### src/design/bfd_pkg.sv
// ----------------------------------------------------------------------------
// bfd_pkg
// shared types and constants for the cubic bezier forward difference generator
// ----------------------------------------------------------------------------
package bfd_pkg;

   localparam int MAX_QUALITY = 5;
   localparam int BQ_W        = 3;
   localparam int STEP_W      = MAX_QUALITY + 1;
   localparam int QMAX        = 3 * MAX_QUALITY;
   localparam int SH_W        = $clog2(QMAX + 1);
   localparam int Q_W         = MAX_QUALITY + 3;
   localparam int QD_W        = MAX_QUALITY + 2;
   localparam int COORD_W     = 16;
   localparam int ACC_W       = 32;
   localparam int RAW_W       = 20;
   localparam int WIDE_W      = 40;
   localparam int SUM_W       = ACC_W + 2;

   localparam int CSR_INDEX_W = 1;
   localparam int CSR_DATA_W  = 3;

   localparam logic [CSR_INDEX_W-1:0] CSR_QUALITY      = 1'd0;
   localparam logic [CSR_INDEX_W-1:0] CSR_PRESCALE_OFF = 1'd1;

   localparam logic [BQ_W-1:0] QUALITY_RESET = 3'd5;

   localparam logic signed [COORD_W-1:0] BOUND_LOW_RESET  = 16'sh7fff;
   localparam logic signed [COORD_W-1:0] BOUND_HIGH_RESET = 16'sh0000;

   localparam logic signed [SUM_W-1:0] ACC_LIMIT  = 34'sh0_3fff_fffe;
   localparam logic signed [ACC_W-1:0] NORM_LIMIT = 32'sh4000_0000;
   localparam logic [ACC_W-1:0]        INIT_LIMIT = 32'h7fff_ffff;

   typedef enum logic [2:0] {
      ST_IDLE,
      ST_PREP,
      ST_SCALE,
      ST_RUN,
      ST_FINAL
   } state_type;

   typedef struct packed {
      logic load;
      logic prep;
      logic scale;
      logic step;
      logic emit_end;
   } bfd_cmd_type;

endpackage

### src/design/bfd_lane.sv
// ----------------------------------------------------------------------------
// bfd_lane
// one axis of the forward difference engine: difference setup, adaptive
// fixed point scale and one curve point per step
// ----------------------------------------------------------------------------
module bfd_lane import bfd_pkg::*; (
   input  logic                       clock,
   input  bfd_cmd_type                cmd,
   input  logic [BQ_W-1:0]            bq,
   input  logic                       prescale_off,
   input  logic signed [COORD_W-1:0]  start_val,
   input  logic signed [COORD_W-1:0]  ctrl_one_val,
   input  logic signed [COORD_W-1:0]  ctrl_two_val,
   input  logic signed [COORD_W-1:0]  end_val,
   output logic signed [COORD_W-1:0]  point
);

   logic signed [COORD_W-1:0] p0_ff, p1_ff, p2_ff, p3_ff;
   logic signed [ACC_W-1:0]   d1_ff, d2_ff, d3_ff, pos_ff;
   logic signed [Q_W-1:0]     q_ff;
   logic [QD_W-1:0]           qd_ff;

   logic signed [ACC_W-1:0]   d1_in, d2_in, d3_in, pos_in;
   logic signed [Q_W-1:0]     q_in;
   logic [QD_W-1:0]           qd_in;

   // setup
   logic signed [RAW_W-1:0]   e1, e2o, e2, e3;
   logic                      halve;
   logic [SH_W-1:0]           q0;
   logic [SH_W-1:0]           q_fit;
   logic [COORD_W:0]          p0_mag;
   logic [QMAX:1]             fits;

   // scale
   logic signed [WIDE_W-1:0]  t1, t2, t3, t6;
   logic signed [ACC_W-1:0]   sd3;

   // step
   logic signed [ACC_W-1:0]   half, d1a, d1b, pos_a, pos_b, pos_mid, scaled;
   logic signed [SUM_W-1:0]   s;
   logic [QD_W:0]             qd_p1;
   logic [QD_W-1:0]           qd_mid;
   logic signed [Q_W-1:0]     q_mid;
   logic                      big, norm_a, norm_b, renorm;

   always_comb begin
      // raw differences
      e1    = RAW_W'(p1_ff) - RAW_W'(p0_ff);
      e2o   = RAW_W'(p2_ff) - RAW_W'(p1_ff);
      e2    = e2o - e1;
      e3    = RAW_W'(p3_ff) - RAW_W'(p0_ff) - 20'sd3 * e2o;
      halve = !prescale_off && (bq != '0);
      if (halve) begin
         e1 = e1 >>> 1;
         e2 = e2 >>> 1;
         e3 = e3 >>> 1;
      end
      q0 = SH_W'({bq, 1'b0}) + SH_W'(bq) - SH_W'(halve);

      // starting scale: largest exponent that keeps the start point in range
      p0_mag = p0_ff[COORD_W-1] ? (COORD_W+1)'(-(COORD_W+1)'(p0_ff))
                                : (COORD_W+1)'(p0_ff);
      for (int i = 1; i <= QMAX; i++) begin
         fits[i] = ACC_W'(p0_mag) < (INIT_LIMIT >> i);
      end
      q_fit = '0;
      for (int i = 1; i <= QMAX; i++) begin
         if ((SH_W'(i) <= q0) && fits[i]) begin
            q_fit = SH_W'(i);
         end
      end

      // scaled differences
      t1  = (WIDE_W'(d1_ff) * 40'sd3) <<< {bq, 1'b0};
      t2  = (WIDE_W'(d2_ff) * 40'sd3) <<< bq;
      t3  = WIDE_W'(d3_ff);
      t6  = WIDE_W'(d3_ff) * 40'sd6;
      sd3 = ACC_W'(t6);

      // one forward difference step
      scaled  = (q_ff > 0) ? (pos_ff >>> q_ff[SH_W-1:0]) : pos_ff;
      half    = pos_ff >>> 1;
      qd_p1   = (QD_W+1)'(qd_ff) + 1'b1;
      d1a     = d1_ff >>> qd_ff;
      d1b     = d1_ff >>> qd_p1;
      s       = SUM_W'(half) + SUM_W'(d1b);
      big     = (s >= ACC_LIMIT) || (s <= -ACC_LIMIT);
      pos_a   = pos_ff + d1a;
      pos_b   = s[ACC_W-1:0];
      norm_a  = (pos_a > -NORM_LIMIT) && (pos_a < NORM_LIMIT);
      norm_b  = (pos_b > -NORM_LIMIT) && (pos_b < NORM_LIMIT);
      pos_mid = big ? pos_b : pos_a;
      qd_mid  = qd_ff + QD_W'(big);
      q_mid   = q_ff - Q_W'(big);
      renorm  = (qd_mid != '0) && (big ? norm_b : norm_a);

      d1_in  = d1_ff;
      d2_in  = d2_ff;
      d3_in  = d3_ff;
      pos_in = pos_ff;
      q_in   = q_ff;
      qd_in  = qd_ff;
      priority if (cmd.prep) begin
         d1_in = ACC_W'(e1);
         d2_in = ACC_W'(e2);
         d3_in = ACC_W'(e3);
         q_in  = Q_W'(q_fit);
         qd_in = QD_W'(q0 - q_fit);
      end else if (cmd.scale) begin
         d1_in  = ACC_W'(t1 + t2 + t3);
         d3_in  = sd3;
         d2_in  = ACC_W'(((WIDE_W'(d2_ff) * 40'sd6) <<< bq) + WIDE_W'(sd3));
         pos_in = (ACC_W'(p0_ff) <<< q_ff[SH_W-1:0])
                + ((32'sd1 <<< q_ff[SH_W-1:0]) >>> 1);
      end else if (cmd.step) begin
         pos_in = renorm ? {pos_mid[ACC_W-2:0], 1'b1} : pos_mid;
         q_in   = q_mid + Q_W'(renorm);
         qd_in  = qd_mid - QD_W'(renorm);
         d1_in  = d1_ff + d2_ff;
         d2_in  = d2_ff + d3_ff;
      end
   end

   assign point = cmd.emit_end ? p3_ff : scaled[COORD_W-1:0];

   always_ff @(posedge clock) begin
      if (cmd.load) begin
         p0_ff <= start_val;
         p1_ff <= ctrl_one_val;
         p2_ff <= ctrl_two_val;
         p3_ff <= end_val;
      end
      d1_ff  <= d1_in;
      d2_ff  <= d2_in;
      d3_ff  <= d3_in;
      pos_ff <= pos_in;
      q_ff   <= q_in;
      qd_ff  <= qd_in;
   end

endmodule

### src/design/bfd_datapath.sv
// ----------------------------------------------------------------------------
// bfd_datapath
// two axis lanes, running bounds and the result word register
// ----------------------------------------------------------------------------
module bfd_datapath import bfd_pkg::*; (
   input  logic                       clock,
   input  logic                       reset,
   input  bfd_cmd_type                cmd,
   input  logic [BQ_W-1:0]            bq,
   input  logic                       prescale_off,
   input  logic signed [COORD_W-1:0]  req_start_x,
   input  logic signed [COORD_W-1:0]  req_ctrl_one_x,
   input  logic signed [COORD_W-1:0]  req_ctrl_two_x,
   input  logic signed [COORD_W-1:0]  req_end_x,
   input  logic signed [COORD_W-1:0]  req_start_y,
   input  logic signed [COORD_W-1:0]  req_ctrl_one_y,
   input  logic signed [COORD_W-1:0]  req_ctrl_two_y,
   input  logic signed [COORD_W-1:0]  req_end_y,
   input  logic                       req_restart_bounds,
   output logic signed [COORD_W-1:0]  rsp_point_x,
   output logic signed [COORD_W-1:0]  rsp_point_y,
   output logic                       rsp_last_point,
   output logic signed [COORD_W-1:0]  rsp_min_x,
   output logic signed [COORD_W-1:0]  rsp_min_y,
   output logic signed [COORD_W-1:0]  rsp_max_x,
   output logic signed [COORD_W-1:0]  rsp_max_y
);

   logic signed [COORD_W-1:0] pt_x, pt_y;
   logic signed [COORD_W-1:0] lo_x_ff, lo_y_ff, hi_x_ff, hi_y_ff;
   logic signed [COORD_W-1:0] lo_x_in, lo_y_in, hi_x_in, hi_y_in;
   logic signed [COORD_W-1:0] point_x_ff, point_y_ff;
   logic signed [COORD_W-1:0] min_x_ff, min_y_ff, max_x_ff, max_y_ff;
   logic                      last_ff;
   logic                      emit;

   bfd_lane u_lane_x (
      .clock        (clock),
      .cmd          (cmd),
      .bq           (bq),
      .prescale_off (prescale_off),
      .start_val    (req_start_x),
      .ctrl_one_val (req_ctrl_one_x),
      .ctrl_two_val (req_ctrl_two_x),
      .end_val      (req_end_x),
      .point        (pt_x)
   );

   bfd_lane u_lane_y (
      .clock        (clock),
      .cmd          (cmd),
      .bq           (bq),
      .prescale_off (prescale_off),
      .start_val    (req_start_y),
      .ctrl_one_val (req_ctrl_one_y),
      .ctrl_two_val (req_ctrl_two_y),
      .end_val      (req_end_y),
      .point        (pt_y)
   );

   assign emit = cmd.step || cmd.emit_end;

   always_comb begin
      lo_x_in = (pt_x < lo_x_ff) ? pt_x : lo_x_ff;
      lo_y_in = (pt_y < lo_y_ff) ? pt_y : lo_y_ff;
      hi_x_in = (pt_x > hi_x_ff) ? pt_x : hi_x_ff;
      hi_y_in = (pt_y > hi_y_ff) ? pt_y : hi_y_ff;
   end

   always_ff @(posedge clock) begin
      if (reset) begin
         lo_x_ff <= BOUND_LOW_RESET;
         lo_y_ff <= BOUND_LOW_RESET;
         hi_x_ff <= BOUND_HIGH_RESET;
         hi_y_ff <= BOUND_HIGH_RESET;
      end else if (cmd.load && req_restart_bounds) begin
         lo_x_ff <= BOUND_LOW_RESET;
         lo_y_ff <= BOUND_LOW_RESET;
         hi_x_ff <= BOUND_HIGH_RESET;
         hi_y_ff <= BOUND_HIGH_RESET;
      end else if (emit) begin
         lo_x_ff <= lo_x_in;
         lo_y_ff <= lo_y_in;
         hi_x_ff <= hi_x_in;
         hi_y_ff <= hi_y_in;
      end
   end

   // result word
   always_ff @(posedge clock) begin
      if (emit) begin
         point_x_ff <= pt_x;
         point_y_ff <= pt_y;
         last_ff    <= cmd.emit_end;
         min_x_ff   <= lo_x_in;
         min_y_ff   <= lo_y_in;
         max_x_ff   <= hi_x_in;
         max_y_ff   <= hi_y_in;
      end
   end

   assign rsp_point_x    = point_x_ff;
   assign rsp_point_y    = point_y_ff;
   assign rsp_last_point = last_ff;
   assign rsp_min_x      = min_x_ff;
   assign rsp_min_y      = min_y_ff;
   assign rsp_max_x      = max_x_ff;
   assign rsp_max_y      = max_y_ff;

endmodule

### src/design/bfd_ctrl.sv
// ----------------------------------------------------------------------------
// bfd_ctrl
// sequencer: accepts a curve, runs setup, steps the lanes once per point and
// keeps the result word valid flag
// ----------------------------------------------------------------------------
module bfd_ctrl import bfd_pkg::*; (
   input  logic              clock,
   input  logic              reset,
   input  logic              req_valid,
   output logic              req_ready,
   output logic              rsp_valid,
   input  logic              rsp_ready,
   input  logic [BQ_W-1:0]   bq,
   output bfd_cmd_type       cmd
);

   state_type          state_ff, state_in;
   logic [STEP_W-1:0]  steps_left_ff, steps_left_in;
   logic               rsp_valid_ff, rsp_valid_in;
   logic               slot_free;
   logic               emit;

   assign slot_free = !rsp_valid_ff || rsp_ready;

   always_comb begin
      state_in      = state_ff;
      steps_left_in = steps_left_ff;
      cmd           = '0;
      req_ready     = 1'b0;
      unique case (state_ff)
         ST_IDLE: begin
            req_ready = 1'b1;
            if (req_valid) begin
               cmd.load      = 1'b1;
               steps_left_in = STEP_W'(1) << bq;
               state_in      = ST_PREP;
            end
         end
         ST_PREP: begin
            cmd.prep = 1'b1;
            state_in = ST_SCALE;
         end
         ST_SCALE: begin
            cmd.scale = 1'b1;
            state_in  = ST_RUN;
         end
         ST_RUN: begin
            if (slot_free) begin
               cmd.step      = 1'b1;
               steps_left_in = steps_left_ff - 1'b1;
               if (steps_left_ff == STEP_W'(1)) begin
                  state_in = ST_FINAL;
               end
            end
         end
         ST_FINAL: begin
            if (slot_free) begin
               cmd.emit_end = 1'b1;
               state_in     = ST_IDLE;
            end
         end
         default: begin
            state_in = ST_IDLE;
         end
      endcase
   end

   assign emit         = cmd.step || cmd.emit_end;
   assign rsp_valid_in = emit || (rsp_valid_ff && !rsp_ready);

   always_ff @(posedge clock) begin
      if (reset) begin
         state_ff      <= ST_IDLE;
         steps_left_ff <= '0;
         rsp_valid_ff  <= 1'b0;
      end else begin
         state_ff      <= state_in;
         steps_left_ff <= steps_left_in;
         rsp_valid_ff  <= rsp_valid_in;
      end
   end

   assign rsp_valid = rsp_valid_ff;

   a_cmd_onehot: assert property (@(posedge clock) disable iff (reset)
      $onehot0({cmd.load, cmd.prep, cmd.scale, cmd.step, cmd.emit_end}))
      else $error("more than one datapath command");

   a_step_count: assert property (@(posedge clock) disable iff (reset)
      cmd.step |-> (steps_left_ff != '0))
      else $error("step with no points left");

   a_emit_valid: assert property (@(posedge clock) disable iff (reset)
      emit |=> rsp_valid_ff)
      else $error("emitted word not marked valid");

   a_no_overwrite: assert property (@(posedge clock) disable iff (reset)
      (rsp_valid_ff && !rsp_ready) |-> !emit)
      else $error("pending word overwritten");

endmodule

### src/design/cubic_bezier_forward_difference.sv
// ----------------------------------------------------------------------------
// cubic_bezier_forward_difference
// first word: registered on the first run step, after the prep and scale states
// throughput: 2^Q + 1 words per curve, one per cycle while rsp_ready is high;
//   a curve passes through the prep, scale, run and final states, paced by one
//   forward difference step per point in each axis lane
// reset: quality 5, prescale on, bounds min 32767 and max 0, no word pending
// ----------------------------------------------------------------------------
module cubic_bezier_forward_difference import bfd_pkg::*; (
   input  logic                       clock,
   input  logic                       reset,
   input  logic                       csr_we,
   input  logic [CSR_INDEX_W-1:0]     csr_index,
   input  logic [CSR_DATA_W-1:0]      csr_wdata,
   input  logic                       req_valid,
   output logic                       req_ready,
   input  logic signed [COORD_W-1:0]  req_start_x,
   input  logic signed [COORD_W-1:0]  req_ctrl_one_x,
   input  logic signed [COORD_W-1:0]  req_ctrl_two_x,
   input  logic signed [COORD_W-1:0]  req_end_x,
   input  logic signed [COORD_W-1:0]  req_start_y,
   input  logic signed [COORD_W-1:0]  req_ctrl_one_y,
   input  logic signed [COORD_W-1:0]  req_ctrl_two_y,
   input  logic signed [COORD_W-1:0]  req_end_y,
   input  logic                       req_restart_bounds,
   output logic                       rsp_valid,
   input  logic                       rsp_ready,
   output logic signed [COORD_W-1:0]  rsp_point_x,
   output logic signed [COORD_W-1:0]  rsp_point_y,
   output logic                       rsp_last_point,
   output logic signed [COORD_W-1:0]  rsp_min_x,
   output logic signed [COORD_W-1:0]  rsp_min_y,
   output logic signed [COORD_W-1:0]  rsp_max_x,
   output logic signed [COORD_W-1:0]  rsp_max_y
);

   logic [BQ_W-1:0] quality_ff;
   logic            prescale_off_ff;
   logic [BQ_W-1:0] bq;
   bfd_cmd_type     cmd;

   always_ff @(posedge clock) begin
      if (reset) begin
         quality_ff      <= QUALITY_RESET;
         prescale_off_ff <= 1'b0;
      end else if (csr_we) begin
         unique case (csr_index)
            CSR_QUALITY:      quality_ff      <= csr_wdata[BQ_W-1:0];
            CSR_PRESCALE_OFF: prescale_off_ff <= csr_wdata[0];
            default: begin
            end
         endcase
      end
   end

   // quality capped at the supported maximum
   assign bq = (quality_ff > BQ_W'(MAX_QUALITY)) ? BQ_W'(MAX_QUALITY) : quality_ff;

   bfd_ctrl u_ctrl (
      .clock     (clock),
      .reset     (reset),
      .req_valid (req_valid),
      .req_ready (req_ready),
      .rsp_valid (rsp_valid),
      .rsp_ready (rsp_ready),
      .bq        (bq),
      .cmd       (cmd)
   );

   bfd_datapath u_datapath (
      .clock              (clock),
      .reset              (reset),
      .cmd                (cmd),
      .bq                 (bq),
      .prescale_off       (prescale_off_ff),
      .req_start_x        (req_start_x),
      .req_ctrl_one_x     (req_ctrl_one_x),
      .req_ctrl_two_x     (req_ctrl_two_x),
      .req_end_x          (req_end_x),
      .req_start_y        (req_start_y),
      .req_ctrl_one_y     (req_ctrl_one_y),
      .req_ctrl_two_y     (req_ctrl_two_y),
      .req_end_y          (req_end_y),
      .req_restart_bounds (req_restart_bounds),
      .rsp_point_x        (rsp_point_x),
      .rsp_point_y        (rsp_point_y),
      .rsp_last_point     (rsp_last_point),
      .rsp_min_x          (rsp_min_x),
      .rsp_min_y          (rsp_min_y),
      .rsp_max_x          (rsp_max_x),
      .rsp_max_y          (rsp_max_y)
   );

endmodule

### config.mk
export PLATFORM = sky130hd
export DESIGN_NAME = cubic_bezier_forward_difference
export DESIGN_NICKNAME = d
export VERILOG_FILES = /design/src/design/bfd_pkg.sv /design/src/design/bfd_lane.sv /design/src/design/bfd_datapath.sv /design/src/design/bfd_ctrl.sv /design/src/design/cubic_bezier_forward_difference.sv
export SDC_FILE = /design/constraint.sdc
export NUM_CORES = 2
export LEC_CHECK = 0
export BUFFER_PORTS_ARGS = -buffer_cell sky130_fd_sc_hd__buf_2
export CAP_MARGIN = 30
export CORE_ASPECT_RATIO = 0.75
export CORE_MARGIN = 5
export CORE_UTILIZATION = 55
export CTS_CLUSTER_DIAMETER = 40
export DETAILED_ROUTE_END_ITERATION = 7
export PLACE_DENSITY = 0.77
export SKIP_LAST_GASP = 1
export SYNTH_ARGS = -nofsm -noshare
export SYNTH_HDL_FRONTEND = slang
export SYNTH_SLANG_ARGS = --single-unit
### constraint.sdc
create_clock -name clock -period 11.1 [get_ports clock]
set_input_delay 1.665 -clock clock [delete_from_list [all_inputs] [get_ports clock]]
set_output_delay 1.665 -clock clock [all_outputs]
set_load 0.05 [all_outputs]
# ---- Word-level counts from Yosys, hierarchy flattened
# Cells that the tools add are included.
dict set report word_totals {
  out_inout_bits 99
  memories 0
  latchBits 0
  regBits 589
  ram_bits 0
  inputBits 138
  rom_bits 0
  wordCells 285
}
dict set report classes {
  n_reduce_logical 38
  eq_ne 10
  mux 88
  shift 17
  order_cmp 38
  addsub 43
  div 0
  bitwise 3
  multipliers 10
}
# op count
set op_table {}
lappend op_table {{2-to-1 mux 32 bit} 24}
lappend op_table {{adder 32 bit} 12}
lappend op_table {{multiplier 32 x 3 -> 35 bit (second input constant)} 6}
lappend op_table {{2-to-1 mux 16 bit} 10}
lappend op_table {{> comparator 32 x 31 -> 1 bit (second input constant)} 4}
lappend op_table {{< comparator 32 bit (second input constant)} 4}
lappend op_table {{subtractor 16 x 16 -> 17 bit} 6}
lappend op_table {{<<< shifter 36 x 3 -> 32 bit} 2}
lappend op_table {{<<< shifter 35 x 3 -> 32 bit} 2}
lappend op_table {{<<< shifter 35 x 4 -> 32 bit} 2}
lappend op_table {{2-to-1 mux 17 bit} 4}
lappend op_table {{adder 31 x 32 -> 33 bit} 2}
lappend op_table {{>= comparator 33 x 31 -> 1 bit (second input constant)} 2}
lappend op_table {{less-or-equal comparator 33 x 31 -> 1 bit (second input constant)} 2}
lappend op_table {{adder 32 x 31 -> 32 bit} 2}
lappend op_table {{multiplier 32 x 3 -> 31 bit (second input constant)} 2}
lappend op_table {{2-to-1 mux 4 bit} 16}
lappend op_table {{<<< shifter 16 x 4 -> 32 bit} 2}
lappend op_table {{<<< shifter 2 x 4 -> 32 bit (first input constant)} 2}
lappend op_table {{>>> shifter 32 x 4 -> 16 bit} 2}
lappend op_table {{>>> shifter 32 x 7 -> 32 bit} 2}
lappend op_table {{>>> shifter 32 x 8 -> 32 bit} 2}
lappend op_table {{2-to-1 mux 7 bit} 6}
lappend op_table {{multiplier 3 x 17 -> 20 bit (first input constant)} 2}
lappend op_table {{48 further kinds} 127}

# ---- Logic depth before layout (Yosys ltp)
dict set report logic_depth {
  depth_word 23
  mapped_depth 54
  mapped_depth_nobuf 51
}

# ---- Cells and area by module
# A second synthesis with hierarchy kept.
dict set report hier_totals {
  hier_cells 10791
  hier_area_um2 87352.5
}
# module seq_area_each_um2 cells_per_inst area_each_um2 n_inst
set by_module_without_submodules {}
lappend by_module_without_submodules {{bfd_lane (u_datapath.u_lane_x)} 6175.9 5121 39670.5 1}
lappend by_module_without_submodules {{bfd_lane (u_datapath.u_lane_y)} 6175.9 4877 38764.7 1}
lappend by_module_without_submodules {bfd_datapath 4194.0 688 7962.6 1}
lappend by_module_without_submodules {bfd_ctrl 200.2 85 762.0 1}
lappend by_module_without_submodules {cubic_bezier_forward_difference 80.1 20 192.7 1}

# ---- Worst setup path before layout
# Ideal clock, no wire load.
dict set report synth_timing {
  kind {reg2reg}
  start {register u_datapath.u_lane_x.qd_ff[0]}
  end {register u_datapath.u_lane_x.q_ff[6]}
  t_arrival_ps 10013
  period_less_slack_ps 10140
  setup_ps 127
  path_buffers 7
  t_required_ps 10973
  setup_slack_ps 960
  stages_incl_launch_ff 52
  cell_sequence {edfxtp_1 clkbuf_1 clkbuf_1 buf_1 buf_1 clkbuf_1 mux4_2 nand2_1 a311oi_1 a21oi_1 a221oi_1 ha_1 fa_1 a21o_1 and4_1 o211a_1 o21ai_1 mux2_2 (+16 left out) o22a_1 a21oi_2 inv_1 ha_1 inv_1 ha_1 inv_1 fa_1 inv_1 a21oi_1 o21bai_1 a21oi_1 nor2_1 nor2_1 xor2_1 nor2_1 a21oi_1 nor2_1}
}
dict set report synth_between {
  elab_chain_cells 9
  elab_cells_between_ends 20
  cone_classes {add/sub (6); order compare (6); shift (2); mux (1); reduce/logical (5)}
}
# item line_no
set synth_lines {}
lappend synth_lines {{from (decl)} bfd_lane.sv:21} ;# logic [QD_W-1:0] qd_ff;
lappend synth_lines {{from (signal assigned)} bfd_lane.sv:139} ;# qd_ff <= qd_in;
lappend synth_lines {{adder 7 x 1 -> 8 bit} bfd_lane.sv:84} ;# qd_p1 = (QD_W+1)'(qd_ff) + 1'b1;
lappend synth_lines {{>>> shifter 32 x 8 -> 32 bit} bfd_lane.sv:86} ;# d1b = d1_ff >>> qd_p1;
lappend synth_lines {{adder 31 x 32 -> 33 bit} bfd_lane.sv:87} ;# s = SUM_W'(half) + SUM_W'(d1b);
lappend synth_lines {{>= comparator 33 x 31 -> 1 bit / less-or-equal comparator 33 x 31 -> 1 bit (equally long branches)} bfd_lane.sv:88} ;# big = (s >= ACC_LIMIT) || (s <= -ACC_LIMIT);
lappend synth_lines {{logical OR 1 bit} bfd_lane.sv:88}
lappend synth_lines {{adder 7 x 1 -> 7 bit} bfd_lane.sv:94} ;# qd_mid = qd_ff + QD_W'(big);
lappend synth_lines {{nonzero test 7 bit} bfd_lane.sv:96} ;# renorm = (qd_mid != '0) && (big ? norm_b : norm_a);
lappend synth_lines {{logical AND 1 bit} bfd_lane.sv:96}
lappend synth_lines {{adder 8 x 1 -> 8 bit *} bfd_lane.sv:118} ;# q_in = q_mid + Q_W'(renorm);
lappend synth_lines {{to (signal assigned)} bfd_lane.sv:138} ;# q_ff <= q_in;
lappend synth_lines {{to (decl)} bfd_lane.sv:20} ;# logic signed [Q_W-1:0] q_ff;
# Mark *: on every way between the ends. The rest lies on a longest branch, timed or not.
# A chain may end at the register's enable or synchronous reset.

# ---- Final worst setup path
dict set report layout_timing {
  start {register u_datapath.u_lane_y.qd_ff[0]}
  end {register u_datapath.u_lane_y.q_ff[6]}
}
dict set report layout_between {
  elab_chain_cells 9
  elab_cells_between_ends 20
  cone_classes {add/sub (6); order compare (6); shift (2); mux (1); reduce/logical (5)}
}
# item line_no
set layout_lines {}
lappend layout_lines {{from (decl)} bfd_lane.sv:21}
lappend layout_lines {{from (signal assigned)} bfd_lane.sv:139}
lappend layout_lines {{adder 7 x 1 -> 8 bit} bfd_lane.sv:84}
lappend layout_lines {{>>> shifter 32 x 8 -> 32 bit} bfd_lane.sv:86}
lappend layout_lines {{adder 31 x 32 -> 33 bit} bfd_lane.sv:87}
lappend layout_lines {{>= comparator 33 x 31 -> 1 bit / less-or-equal comparator 33 x 31 -> 1 bit (equally long branches)} bfd_lane.sv:88}
lappend layout_lines {{logical OR 1 bit} bfd_lane.sv:88}
lappend layout_lines {{adder 7 x 1 -> 7 bit} bfd_lane.sv:94}
lappend layout_lines {{nonzero test 7 bit} bfd_lane.sv:96}
lappend layout_lines {{logical AND 1 bit} bfd_lane.sv:96}
lappend layout_lines {{adder 8 x 1 -> 8 bit *} bfd_lane.sv:118}
lappend layout_lines {{to (signal assigned)} bfd_lane.sv:138}
lappend layout_lines {{to (decl)} bfd_lane.sv:20}
# Marked as above.

==> results.json <==
{
  "status": "completed",
  "via_count": 86700,
  "arrival_ps": 11130,
  "grt_pass1_vias": 80700,
  "synthArstFlopShare_pct": 0,
  "grt_max_degree": 177,
  "syn_area_sq_um": 86500,
  "grt.overflow.total": 0,
  "endpoint_kind": "flip-flop",
  "die_x_um": 468,
  "hp-start": "u_datapath.lo_y_ff[7]",
  "synth_seq_cells": 589,
  "crit_slowest_cell": "a221oi_1",
  "synth_edf_count": 503,
  "wl_per_cell_um": 24.6,
  "maxCapViolations": 0,
  "design.core.area_sq_um": 157000,
  "fin_crit_sh_pct": 94.2,
  "area_delta_synth_final_pct": 8.42,
  "drc": 0,
  "ys_warn_count": 0,
  "nNetsFinal": 12200,
  "synth_cells": 10800,
  "synth_flop_cell": "edfxtp_1",
  "grt_usage_pct": 37.2,
  "ctsHtreeMaxLevel": 3,
  "worstSetupStartpointType": "flip-flop",
  "antenna_found_initial": 23,
  "seq_area_frac_synth_pct": 19.5,
  "die_h_um": 353,
  "portBuffers": 236,
  "place_congestion": 1.02,
  "drt_iter0_drc": 11300,
  "synthDistinctLibCells": 97,
  "setup_viol": 0,
  "numCtsBuffers": 109,
  "drive_above_1_share_pct": 9.19,
  "rr_worst_depth": 44,
  "syn_nets": 12200,
  "die-area_sq_um": 165000,
  "ctsLongestPathBuffers": 3,
  "postRouteAntennaNets": 0,
  "cp-startpoint": "u_datapath.u_lane_y.qd_ff[0]",
  "report.final.slew_viol_count": 0,
  "cts-root-buf": "clkbuf_16",
  "grt_first_pass_wirelength_um": 483000,
  "clock_sinks": 589,
  "hpwl_um": 254000,
  "fin_skew_ps": 72.9,
  "hold_buffers": 0,
  "finalHoldViolations": 0,
  "vias_per_cell": 6.63,
  "syn_area_per_cell_sq_um": 7.98,
  "worst_slew_pin_slew_ps": 1230,
  "place_ws_ps": 640,
  "period_minus_slack_ps": 10460,
  "place_area_sq_um": 89900,
  "worstSetupPathType": "reg2reg",
  "max_freq_ghz": 0.0956,
  "crit_required_ps": 11770,
  "slowest_delay_ps": 660,
  "crit_fanout": 15,
  "crit-reg2reg-launch": "u_datapath.u_lane_y.qd_ff[0]",
  "pin_count": 237,
  "start_util_pct": 55.1,
  "grt_setup_unrepaired": "true",
  "cts_tree": "built",
  "crit_path_frequent_cell": "ha_1",
  "hp-class": "reg2reg",
  "fin_area_sq_um": 93800,
  "drtPass1Iterations": 6,
  "rows": 126,
  "holdPathStages": 2,
  "setup_slack_ps": 642,
  "relSlewSlack_pct": 17.7,
  "routed_wl_um": 322000,
  "cts.clk_slew.worst_paths_ps": 60,
  "clk_latency_ps": 770
}
cell families (layout without fill, tap and decap cells):
family                   count (synthesis)  count (layout)  synth area share (%)
other                                    0              21                     0
adder cells (fa/ha/maj)               1194            1194                  18.6
multiplexers                           598             598                  8.25
flip-flops                             589             589                  19.5
XOR/XNOR                               605             605                  6.14
buffers and inverters                 1322            1425                  5.82
AND/OR/NAND/NOR                       3208            3208                  17.1
AO/OA/AOI/OAI                         3328            3328                  24.6
through the flow:
step	cells	hold WS, ps	TNS [ps]	util [%]
global route	13100	515	-45.0	59.8
floorplan	10800	432	0	-
CTS	13100	491	0	59.7
global placement	12800	461	0	57.2
finish	13100	490	0	59.8
detailed placement	12900	481	0	57.3
worst max-delay path: cells and delay by family (launching register included):
family	cells	cell delay (ps)
AOI/OAI and AO/OA	14	3900
and+or+nand+nor	16	3280
adders and majority gates	7	2080
DFF	1	400
buffers and inverters	5	450
xor gates and xnor gates	2	240
sequential cells by signal (all words and copies together), names as in the netlist, 32 cells and up:
name,count
u_datapath.u_lane_y.pos_ff,32
u_datapath.u_lane_x.d1_ff,32
u_datapath.u_lane_x.d3_ff,32
u_datapath.u_lane_x.d2_ff,32
u_datapath.u_lane_y.d2_ff,32
u_datapath.u_lane_x.pos_ff,32
u_datapath.u_lane_y.d3_ff,32
u_datapath.u_lane_y.d1_ff,32
area by class of cell:
type / instances / area [sq um]
Tap cell: 2112 / 2640
Sequential cell: 589 / 16800
Fill cell: 13900 / 63100
Multi-Input combinational cell: 8933 / 64800
Clock inverter: 76 / 876
Clock buffer: 128 / 2870
Antenna cell: 21 / 52.6
Timing Repair Buffer: 421 / 2680
Inverter: 800 / 3010
cells in the final DEF (no fill, tap or decap), types with 71 or more instances in the layout:
cell,instances
buf_2,239
and3_1,116
or3_1,93
ha_1,1033
dfxtp_1,84
a21o_1,272
edfxtp_1,503
a21oi_1,917
nand2_1,1057
mux2_2,169
xor2_1,210
inv_1,788
nor3_1,260
mux2i_1,354
buf_4,169
nor2b_1,112
o211ai_1,95
o21a_1,139
nor2_1,899
a221oi_1,81
fa_1,159
o21ai_0,772
xnor2_1,388
nand3_1,211
mux4_2,75
and2_1,73
nand2b_1,103
a31oi_1,174
o21bai_1,71
clkbuf_16,111
a211oi_1,227
metal layers:
metal,vias up,part of all wire [%],global-route usage (%)
li1,39900,-,-
met2,4827,42,55.6
met1,41200,42,51.5
met3,754,11,8.36
met5,-,0,0
met4,0,5.0,15.9
synth_stat cells (81+ instances only):
library cell  count  area share (%)
a21o_1          272             2.4
fa_1            159             3.7
nand2_1        1060             4.6
o211ai_1         95            0.82
o21ai_0         776             4.5
nor2_1          902             3.9
clkbuf_1        420             1.8
xnor2_1         393             4.0
nor2b_1         113            0.82
mux2_2          169             2.2
a211oi_1        227             2.0
and3_1          116            0.84
nor3_1          264             1.5
mux2i_1         354             4.1
a31oi_1         174             1.3
xor2_1          211             2.1
edfxtp_1        503              17
a21oi_1         919             5.3
or3_1            94            0.68
o21a_1          139             1.2
a221oi_1         81            0.82
dfxtp_1          86             2.0
nand2b_1        103            0.74
inv_1           792             3.4
ha_1           1033              15
nand3_1         211             1.2
final timing paths:
check                                     end  slack, ps
setup / recovery  u_datapath.u_lane_y.q_ff[6]        640
hold / removal          u_datapath.lo_y_ff[7]        490
hold reg to reg         u_datapath.lo_y_ff[7]        490
setup reg to reg  u_datapath.u_lane_y.q_ff[6]        640
what timing repair did:
action | in CTS | in global routing
buffers inserted | 0 | 0
gates resized for setup | 0 | 11
setup endpoints to repair | 0 | 6
Power is not shown: default switching activity piles up to over one toggle a cycle in this logic, so the estimate is an artifact.
